[config.mk]
export PLATFORM = sky130hd
export DESIGN_NAME = lcd_nibble_write_sequencer_top_flat
export DESIGN_NICKNAME = d
export VERILOG_FILES = /design/src/rtl/lcdnw_pkg.sv /design/src/rtl/lcdnw_req_if.sv /design/src/rtl/lcdnw_port_if.sv /design/src/rtl/lcd_nibble_write_sequencer_top.sv /design/src/rtl/lcdnw_apb.sv /design/src/rtl/lcdnw_div10.sv /design/src/rtl/lcdnw_byte_tx.sv /design/src/flat_wrapper.sv
export SDC_FILE = /design/constraint.sdc
export NUM_CORES = 1
export LEC_CHECK = 0
export BUFFER_PORTS_ARGS = -buffer_cell sky130_fd_sc_hd__buf_2
export CAP_MARGIN = 20
export CORE_MARGIN = 2
export CORE_UTILIZATION = 36
export DETAILED_ROUTE_END_ITERATION = 12
export PLACE_DENSITY = 0.63
export SYNTH_ARGS = -nofsm -noshare
export SYNTH_HDL_FRONTEND = slang
export SYNTH_HIERARCHICAL = 1
export SYNTH_SLANG_ARGS = --single-unit
[constraint.sdc]
create_clock -name clk -period 7 [get_ports clk]
set_input_delay 1.4 -clock clk [delete_from_list [all_inputs] [get_ports clk]]
set_output_delay 1.4 -clock clk [all_outputs]
set_load 0.01 [all_outputs]
[src/rtl/lcdnw_pkg.sv]
// Package for the LCD nibble write sequencer: shared types and constants.
// No dependencies; the two interfaces do not use it, the other files refer to it by scoped name.
package lcdnw_pkg;

    // Request action codes.
    localparam logic [1:0] ACT_CMD  = 2'd0;
    localparam logic [1:0] ACT_CHAR = 2'd1;
    localparam logic [1:0] ACT_NUM  = 2'd2;
    localparam logic [1:0] ACT_NONE = 2'd3;

    // Display commands and character constants.
    localparam logic [7:0] CMD_DECREMENT = 8'h04;
    localparam logic [7:0] CMD_INCREMENT = 8'h06;
    localparam logic [7:0] ASCII_ZERO    = 8'd48;
    localparam logic [4:0] RADIX         = 5'd10;

    // Configuration port.
    localparam int unsigned ADDR_W     = 3;
    localparam int unsigned DATA_W     = 32;
    localparam logic        REG_PULSE_WAIT = 1'b0;
    localparam logic [15:0] PULSE_WAIT_RESET = 16'd1000;

    // One byte handed from the sequencer to the byte transmitter.
    typedef struct packed {
        logic [7:0] data;
        logic       rs;
        logic       last;
    } byte_req_t;

endpackage

[src/rtl/lcdnw_req_if.sv]
// Request channel of the LCD nibble write sequencer: action and value.
// Depends on nothing; the value width follows VALUE_BITS.
interface lcdnw_req_if #(
    parameter int unsigned VALUE_BITS = 16
);
    logic                  valid;
    logic                  ready;
    logic [1:0]            action;
    logic [VALUE_BITS-1:0] value;

    modport source (output valid, output action, output value, input ready);
    modport sink   (input valid, input action, input value, output ready);
endinterface

[src/rtl/lcdnw_port_if.sv]
// Port state channel of the LCD nibble write sequencer.
// Depends on nothing; carries one pin state and its hold time per item.
interface lcdnw_port_if;
    logic        valid;
    logic        ready;
    logic [7:0]  port_value;
    logic [15:0] wait_us;
    logic        last;

    modport source (output valid, output port_value, output wait_us, output last, input ready);
    modport sink   (input valid, input port_value, input wait_us, input last, output ready);
endinterface

[src/rtl/lcd_nibble_write_sequencer_top.sv]
// Top level of the LCD nibble write sequencer: request sequencer, divider,
// byte transmitter and configuration port. Depends on lcdnw_pkg and both interfaces.
//
//   channel  | direction | handshake     | payload
//   ---------+-----------+---------------+-----------------------------
//   req      | in        | valid/ready   | action, value
//   lcd      | out       | valid/ready   | port_value, wait_us, last
//   apb      | in        | psel/penable  | paddr, pwdata -> prdata
//
// Each byte is six port states, one per cycle while lcd is ready; valid then drops
// before the next byte starts, for command, character and number items alike.
// The shared divide-by-ten unit runs while the previous byte goes out, so the
// byte stream never waits on it.
// Reset clears all control state; pulse_wait_us returns to 1000.
// A stall on lcd holds the current port state and stops the sequencer.
module lcd_nibble_write_sequencer_top #(
    parameter int unsigned VALUE_BITS = 16
) (
    input  logic                          clk,
    input  logic                          rst_n,
    lcdnw_req_if.sink                     req,
    lcdnw_port_if.source                  lcd,
    input  logic                          psel,
    input  logic                          penable,
    input  logic                          pwrite,
    input  logic [lcdnw_pkg::ADDR_W-1:0]  paddr,
    input  logic [lcdnw_pkg::DATA_W-1:0]  pwdata,
    output logic [lcdnw_pkg::DATA_W-1:0]  prdata,
    output logic                          pready
);

    localparam logic [1:0] S_IDLE = 2'd0;
    localparam logic [1:0] S_DIV  = 2'd1;
    localparam logic [1:0] S_TAIL = 2'd2;

    logic [1:0]              state_reg, state_next;
    logic [15:0]             pulse_wait_us;
    logic                    tx_start;
    logic                    tx_busy;
    lcdnw_pkg::byte_req_t    tx_req;
    logic                    div_start;
    logic                    div_busy;
    logic [VALUE_BITS-1:0]   div_dividend;
    logic [VALUE_BITS-1:0]   div_quot;
    logic [3:0]              div_rem;
    logic                    req_accept;

    assign req.ready  = (state_reg == S_IDLE) && !tx_busy;
    assign req_accept = req.valid && req.ready;

    always_comb
    begin
        state_next   = state_reg;
        tx_start     = 1'b0;
        tx_req.data  = lcdnw_pkg::CMD_INCREMENT;
        tx_req.rs    = 1'b0;
        tx_req.last  = 1'b0;
        div_start    = 1'b0;
        div_dividend = div_quot;
        case (state_reg)
            S_IDLE:
            begin
                if (req_accept)
                begin
                    case (req.action)
                        lcdnw_pkg::ACT_CMD, lcdnw_pkg::ACT_CHAR:
                        begin
                            tx_start    = 1'b1;
                            tx_req.data = req.value[7:0];
                            tx_req.rs   = (req.action == lcdnw_pkg::ACT_CHAR);
                            tx_req.last = 1'b1;
                        end
                        lcdnw_pkg::ACT_NUM:
                        begin
                            tx_start     = 1'b1;
                            tx_req.data  = lcdnw_pkg::CMD_DECREMENT;
                            div_start    = 1'b1;
                            div_dividend = req.value;
                            state_next   = S_DIV;
                        end
                        default:
                        begin
                            // Unused action code: the item is dropped.
                        end
                    endcase
                end
            end
            S_DIV:
            begin
                if (!div_busy && !tx_busy)
                begin
                    tx_start    = 1'b1;
                    tx_req.data = lcdnw_pkg::ASCII_ZERO + {4'd0, div_rem};
                    tx_req.rs   = 1'b1;
                    // Zero prints a single digit, since the first pass always emits one.
                    if (div_quot == '0)
                    begin
                        state_next = S_TAIL;
                    end
                    else
                    begin
                        div_start = 1'b1;
                    end
                end
            end
            S_TAIL:
            begin
                if (!tx_busy)
                begin
                    tx_start    = 1'b1;
                    tx_req.data = lcdnw_pkg::CMD_INCREMENT;
                    tx_req.last = 1'b1;
                    state_next  = S_IDLE;
                end
            end
            default:
            begin
                state_next = S_IDLE;
            end
        endcase
    end

    always_ff @(posedge clk or negedge rst_n)
    begin
        if (!rst_n)
        begin
            state_reg <= S_IDLE;
        end
        else
        begin
            state_reg <= state_next;
        end
    end

    lcdnw_div10 #(
        .W (VALUE_BITS)
    ) u_div10 (
        .clk      (clk),
        .rst_n    (rst_n),
        .start    (div_start),
        .dividend (div_dividend),
        .busy     (div_busy),
        .quot     (div_quot),
        .rem      (div_rem)
    );

    lcdnw_byte_tx u_byte_tx (
        .clk           (clk),
        .rst_n         (rst_n),
        .start         (tx_start),
        .req_in        (tx_req),
        .pulse_wait_us (pulse_wait_us),
        .busy          (tx_busy),
        .lcd           (lcd)
    );

    lcdnw_apb u_apb (
        .clk           (clk),
        .rst_n         (rst_n),
        .psel          (psel),
        .penable       (penable),
        .pwrite        (pwrite),
        .paddr         (paddr),
        .pwdata        (pwdata),
        .prdata        (prdata),
        .pready        (pready),
        .pulse_wait_us (pulse_wait_us)
    );

endmodule

[src/rtl/lcdnw_apb.sv]
// APB-style configuration register file holding the enable pulse hold time.
// Depends on lcdnw_pkg.
module lcdnw_apb (
    input  logic                                clk,
    input  logic                                rst_n,
    input  logic                                psel,
    input  logic                                penable,
    input  logic                                pwrite,
    input  logic [lcdnw_pkg::ADDR_W-1:0]        paddr,
    input  logic [lcdnw_pkg::DATA_W-1:0]        pwdata,
    output logic [lcdnw_pkg::DATA_W-1:0]        prdata,
    output logic                                pready,
    output logic [15:0]                         pulse_wait_us
);

    logic [15:0] pulse_wait_reg;
    logic [15:0] pulse_wait_next;
    logic        hit;

    assign pready = 1'b1;
    assign hit    = (paddr[lcdnw_pkg::ADDR_W-1:2] == lcdnw_pkg::REG_PULSE_WAIT);

    always_comb
    begin
        pulse_wait_next = pulse_wait_reg;
        if (psel && penable && pwrite && hit)
        begin
            pulse_wait_next = pwdata[15:0];
        end
    end

    always_ff @(posedge clk or negedge rst_n)
    begin
        if (!rst_n)
        begin
            pulse_wait_reg <= lcdnw_pkg::PULSE_WAIT_RESET;
        end
        else
        begin
            pulse_wait_reg <= pulse_wait_next;
        end
    end

    assign prdata        = hit ? {16'd0, pulse_wait_reg} : '0;
    assign pulse_wait_us = pulse_wait_reg;

endmodule

[src/rtl/lcdnw_div10.sv]
// Divide-by-ten unit: reciprocal multiplication, then the remainder from the quotient.
// Depends on lcdnw_pkg for the radix.
module lcdnw_div10 #(
    parameter int unsigned W = 16
) (
    input  logic         clk,
    input  logic         rst_n,
    input  logic         start,
    input  logic [W-1:0] dividend,
    output logic         busy,
    output logic [W-1:0] quot,
    output logic [3:0]   rem
);

    localparam int unsigned SHIFT   = W + 3;
    localparam int unsigned SCALE_W = W + 4;
    localparam int unsigned PROD_W  = 2 * W;

    // ceil(2^(W+3) / 10) fits in W bits and gives an exact quotient for every W-bit dividend.
    localparam logic [SCALE_W-1:0] SCALE      = {1'b1, {SHIFT{1'b0}}};
    localparam logic [SCALE_W-1:0] RECIP_WIDE =
        (SCALE + SCALE_W'(9)) / SCALE_W'(lcdnw_pkg::RADIX);
    localparam logic [W-1:0]       RECIP      = RECIP_WIDE[W-1:0];

    logic              busy_reg, busy_next;
    logic              step_reg, step_next;
    logic [W-1:0]      num_reg, num_next;
    logic [W-1:0]      quot_reg, quot_next;
    logic [3:0]        rem_reg, rem_next;
    logic [PROD_W-1:0] product;

    assign product = PROD_W'(num_reg) * PROD_W'(RECIP);

    // First step forms the quotient; second step takes the remainder from the low bits.
    always_comb
    begin
        busy_next = busy_reg;
        step_next = step_reg;
        num_next  = num_reg;
        quot_next = quot_reg;
        rem_next  = rem_reg;
        if (start)
        begin
            busy_next = 1'b1;
            step_next = 1'b0;
            num_next  = dividend;
        end
        else if (busy_reg)
        begin
            if (!step_reg)
            begin
                quot_next = {3'b000, product[PROD_W-1:SHIFT]};
                step_next = 1'b1;
            end
            else
            begin
                rem_next  = num_reg[3:0] - {quot_reg[0], 3'b000} - {quot_reg[2:0], 1'b0};
                busy_next = 1'b0;
            end
        end
    end

    always_ff @(posedge clk or negedge rst_n)
    begin
        if (!rst_n)
        begin
            busy_reg <= 1'b0;
            step_reg <= 1'b0;
        end
        else
        begin
            busy_reg <= busy_next;
            step_reg <= step_next;
        end
    end

    always_ff @(posedge clk)
    begin
        num_reg  <= num_next;
        quot_reg <= quot_next;
        rem_reg  <= rem_next;
    end

    assign busy = busy_reg;
    assign quot = quot_reg;
    assign rem  = rem_reg;

endmodule

[src/rtl/lcdnw_byte_tx.sv]
// Byte transmitter: turns one byte into six registered port states.
// Depends on lcdnw_pkg and lcdnw_port_if.
module lcdnw_byte_tx (
    input  logic                  clk,
    input  logic                  rst_n,
    input  logic                  start,
    input  lcdnw_pkg::byte_req_t  req_in,
    input  logic [15:0]           pulse_wait_us,
    output logic                  busy,
    lcdnw_port_if.source          lcd
);

    logic                 valid_reg, valid_next;
    logic                 half_reg, half_next;
    logic [1:0]           phase_reg, phase_next;
    lcdnw_pkg::byte_req_t byte_reg, byte_next;
    logic [3:0]           nibble;
    logic                 enable;
    logic                 accept;

    assign accept = valid_reg && lcd.ready;

    // Phase 0 is setup, 1 is enable high, 2 is enable low; half selects the nibble.
    always_comb
    begin
        valid_next = valid_reg;
        half_next  = half_reg;
        phase_next = phase_reg;
        byte_next  = byte_reg;
        if (start)
        begin
            valid_next = 1'b1;
            half_next  = 1'b0;
            phase_next = 2'd0;
            byte_next  = req_in;
        end
        else if (accept)
        begin
            if (phase_reg == 2'd2)
            begin
                phase_next = 2'd0;
                half_next  = 1'b1;
                if (half_reg)
                begin
                    valid_next = 1'b0;
                end
            end
            else
            begin
                phase_next = phase_reg + 2'd1;
            end
        end
    end

    always_ff @(posedge clk or negedge rst_n)
    begin
        if (!rst_n)
        begin
            valid_reg <= 1'b0;
            half_reg  <= 1'b0;
            phase_reg <= 2'd0;
        end
        else
        begin
            valid_reg <= valid_next;
            half_reg  <= half_next;
            phase_reg <= phase_next;
        end
    end

    always_ff @(posedge clk)
    begin
        byte_reg <= byte_next;
    end

    assign nibble = half_reg ? byte_reg.data[3:0] : byte_reg.data[7:4];
    assign enable = (phase_reg == 2'd1);

    assign lcd.valid      = valid_reg;
    assign lcd.port_value = {nibble, 1'b0, enable, 1'b0, byte_reg.rs};
    assign lcd.wait_us    = (phase_reg == 2'd0) ? 16'd0 : pulse_wait_us;
    assign lcd.last       = byte_reg.last && half_reg && (phase_reg == 2'd2);
    assign busy           = valid_reg;

endmodule

[src/flat_wrapper.sv]
// flat-port wrapper written by rule: the top's interface ports become plain ports
module lcd_nibble_write_sequencer_top_flat 
#(
    parameter int unsigned VALUE_BITS = 16
)
  (clk, rst_n, psel, penable, pwrite, paddr, pwdata, prdata, pready, req_valid, req_action, req_value, req_ready, lcd_valid, lcd_port_value, lcd_wait_us, lcd_last, lcd_ready);
  lcdnw_req_if #(.VALUE_BITS(VALUE_BITS)) req_i ();
  lcdnw_port_if lcd_i ();
  input  logic clk;
  input  logic rst_n;
  input  logic psel;
  input  logic penable;
  input  logic pwrite;
  input  logic [lcdnw_pkg::ADDR_W-1:0] paddr;
  input  logic [lcdnw_pkg::DATA_W-1:0] pwdata;
  output logic [lcdnw_pkg::DATA_W-1:0] prdata;
  output logic pready;
  input wire logic [$bits(req_i.valid)-1:0] req_valid;
  input wire logic [$bits(req_i.action)-1:0] req_action;
  input wire logic [$bits(req_i.value)-1:0] req_value;
  output wire logic [$bits(req_i.ready)-1:0] req_ready;
  output wire logic [$bits(lcd_i.valid)-1:0] lcd_valid;
  output wire logic [$bits(lcd_i.port_value)-1:0] lcd_port_value;
  output wire logic [$bits(lcd_i.wait_us)-1:0] lcd_wait_us;
  output wire logic [$bits(lcd_i.last)-1:0] lcd_last;
  input wire logic [$bits(lcd_i.ready)-1:0] lcd_ready;
  assign req_i.valid = req_valid;
  assign req_i.action = req_action;
  assign req_i.value = req_value;
  assign req_ready = req_i.ready;
  assign lcd_valid = lcd_i.valid;
  assign lcd_port_value = lcd_i.port_value;
  assign lcd_wait_us = lcd_i.wait_us;
  assign lcd_last = lcd_i.last;
  assign lcd_i.ready = lcd_ready;
  lcd_nibble_write_sequencer_top #(.VALUE_BITS(VALUE_BITS)) u_core (.clk(clk), .rst_n(rst_n), .req(req_i), .lcd(lcd_i), .psel(psel), .penable(penable), .pwrite(pwrite), .paddr(paddr), .pwdata(pwdata), .prdata(prdata), .pready(pready));
endmodule
==> qor.csv <==
metric,value,unit
Die ar.,23200,um2
port buffer count,82,
Peak Freq,175,MHz
Global Route met1 Usage,20.2,%
Crit-path slowest cell,edfxtp_1,
vias per inst,4.63,
fin crit share,81.6,%
layout cell share with drive strength beyond 1,20.8,%
instance count on the critical path,18,
largest net degree at the start of global routing,25,
htree depth,3,
Max Root-Sink Buffers,2,
Worst Path Required,7.07,ns
YS warnings,6,
slew of the pin with the lowest slew margin,0.979,ns
CTS Hold Buffers Added,0,
first-pass GRT wire length,27600,um
Min-Delay Path Class,reg2reg,
beginning of the worst register-to-register path,u_core/u_div10/num_reg[3]$_DFFE_PP_,
clock slew at reported path FFs,0.06,ns
vias,4990,
Nets,1066,
CP Capture Point,u_core/u_div10/quot[11]$_DFFE_PP_,
met3 usage,1.96,%
Async SR Flop Fraction,35.8,%
final setup vio count,0,
Global Route Usage Sum,14.9,%
top post-synthesis cells by area,"ha_1 21%, fa_1 20%, edfxtp_1 16%",
Die X,152,um
WP buf/inv,4,
Post-DRT Antenna Nets,0,
Inserted Clock Buffers,9,
largest family of logic cells by synthesized area,adder cells,
Crit Path Max Fanout,6,
clock tree sinks,67,
DRC viols,0,
Slowest Stage Delay on Critical Path,0.54,ns
Synth top cells by count,"168 x inv_1, 133 x ha_1, 80 x fa_1, 43 x edfxtp_1, 25 x buf_4",
MaxCap Viol Count,0,
Synth Area in Compound Gates,5.98,%
core box area,21700,um2
capture point of the worst reg-to-reg path,u_core/u_div10/quot[11]$_DFFE_PP_,
synthesized instance count,713,
postcts setup bufs,0,
Slew Limit Fails,0,
Reg2Reg Setup Slack,1.29,ns
worst relative slew slack,34.5,%
Main synth FF type,edfxtp_1,
Synth Area in XOR/XNOR,2.66,%
Crit. Startpoint,u_core/u_div10/num_reg[3]$_DFFE_PP_,
CP dominant cell by count,fa_1,
CP arrival,5.78,ns
post-layout util,40.7,%
number of global-route vias before repair,5308,
Synth Area in Adders,41.3,%
path depth of the worst reg2reg path,18,
post-DP HPWL,14100,um
worst hold margin,0.521,ns
Setup crit start kind,flop,
WL final,16300,um
# diodes,0,
post-cts gate resize count,0,
post-layout min period,5.71,ns
count of unique library cells instantiated by Yosys,64,
most frequent cell after synthesis,inv_1,
worst-path cell chain,"ha_1, inv_1, fa_1, inv_1, fa_1, fa_1, fa_1, inv_1, fa_1, inv_1, ha_1, nand2_1, o21ai_2, a2111oi_4, nand4_2, a31oi_4, o21ai_1, xor2_1",
area of the mapped netlist,7910,um2
syn_area_per_cell,11.1,um2
DR WL/cell,15.2,um
Root Buffer,clkbuf_16,
Initial DRC Count,254,
IO Count,120,
Worst Setup Path Type,reg2reg,
grt total ovfl,0,
GR peak layer,met2,
"EDFF count, synth",43,
Worst path top cell family by delay,adder cells,
met2 usage,25.5,%
post-synthesis simple-gate area fraction,8.75,%
final worst slack,1.29,ns
mux cell area share after synthesis,6.11,%
starting density of the core,36.5,%
antenna violations before repair,0,
post-synthesis register bit count,67,
RSZ-0062 raised after global routing,no,
post-place setup slack,1.20,ns
Worst Skew,0.00838,ns
CTS tree,yes,
Layout area overhead,11.6,%
Die Ht,152,um
gpl congestion,0.926,
"Seq/Total Area, Yosys",24.0,%
largest area contributor in the netlist,ha_1,
drt first pass iters,4,
final-report hold violation count,0,
# rows,54,
setup TNS,0,ns
Clock Latency Late Sink,0.34,ns
post-synth top area share,21.0,%
status,finished clean,
Critical Path Sink Type,flop,
-- area by class of cell --
class / instances / area, um2
Clock buffer: 9 / 225
Timing Repair Buffer: 83 / 422
Inverter: 168 / 631
Fill cell: 2074 / 12900
Clock inverter: 7 / 83.8
Tap cell: 280 / 350
Multi-Input combinational cell: 464 / 5220
Sequential cell: 67 / 1900
-- stage by stage --
stage / instances / cell area [um2]
after global routing: 1078 / 8830
after floorplan: 731 / 7980
after global placement: 1061 / 8510
final: 1078 / 8830
after CTS: 1078 / 8830
after detailed placement: 1062 / 8520
-- cells in the final DEF (no fill, tap or decap), types with 6 or more instances in the layout --
cell       synthesis  layout
mux2_2            18      18
nor2b_1           14      14
conb_1             4      22
xnor2_1           14      14
a21o_1            11      11
dfstp_2            6       6
fa_1              80      80
nand3_1            6       6
dfrtp_1           18      18
clkbuf_16          0       9
buf_2              2      82
nand2_1           19      19
nor2_1            12      12
xor2_1            10      10
mux2_4            18      18
ha_1             133     133
nor2b_2            8       8
inv_1            168     168
and2b_1           13      13
edfxtp_1          43      43
o21ai_1            6       7
a21oi_1           12      12
-- layer usage --
layer / part of all wire (%) / wire, um
met1: 46 / 7490
met2: 50 / 8180
met3: 3.0 / 493
met4: 1.1 / 184
met5: 0 / 0
-- worst register-to-register path: stages (launching register included) --
cell and delay [ns]:
edfxtp_1 0.54, ha_1 0.43, inv_1 0.08, fa_1 0.51, inv_1 0.05, fa_1 0.51
fa_1 0.45, fa_1 0.50, inv_1 0.05, fa_1 0.47, inv_1 0.04, ha_1 0.28
nand2_1 0.08, o21ai_2 0.10, a2111oi_4 0.52, nand4_2 0.25, a31oi_4 0.29, o21ai_1 0.11
xor2_1 0.18
-- worst min-delay path by stage --
stage | cells past startpoint | end | start | slack, ns
global route | 1 | u_core/u_apb/pulse_wait_us[13]$_DFFE_PN0P_ | u_core/u_apb/pulse_wait_us[13]$_DFFE_PN0P_ | 0.55
CTS | 1 | u_core/u_apb/pulse_wait_us[10]$_DFFE_PN0P_ | u_core/u_apb/pulse_wait_us[10]$_DFFE_PN0P_ | 0.52
global placement | 1 | u_core/u_apb/pulse_wait_us[12]$_DFFE_PN0P_ | u_core/u_apb/pulse_wait_us[12]$_DFFE_PN0P_ | 0.50
floorplan | 2 | u_core/u_div10/step_reg$_DFFE_PN0P_ | u_core/u_div10/step_reg$_DFFE_PN0P_ | 0.48
detailed placement | 1 | u_core/u_apb/pulse_wait_us[10]$_DFFE_PN0P_ | u_core/u_apb/pulse_wait_us[10]$_DFFE_PN0P_ | 0.51
finish | 1 | u_core/u_apb/pulse_wait_us[10]$_DFFE_PN0P_ | u_core/u_apb/pulse_wait_us[10]$_DFFE_PN0P_ | 0.52
-- kinds of logic (layout without fill, tap and decap cells) --
group / count (synthesis) / after routing
adder cells (fa/ha/maj): 213 / 213
XOR/XNOR: 24 / 24
flip-flops: 67 / 67
AND/OR/NAND/NOR: 105 / 105
other: 4 / 22
buffers and inverters: 200 / 267
multiplexers: 37 / 37
AO/OA/AOI/OAI: 63 / 63
Power is left out: the tool's default activity adds up to more than one toggle a clock period on the data nets, which glitch-free logic cannot reach.
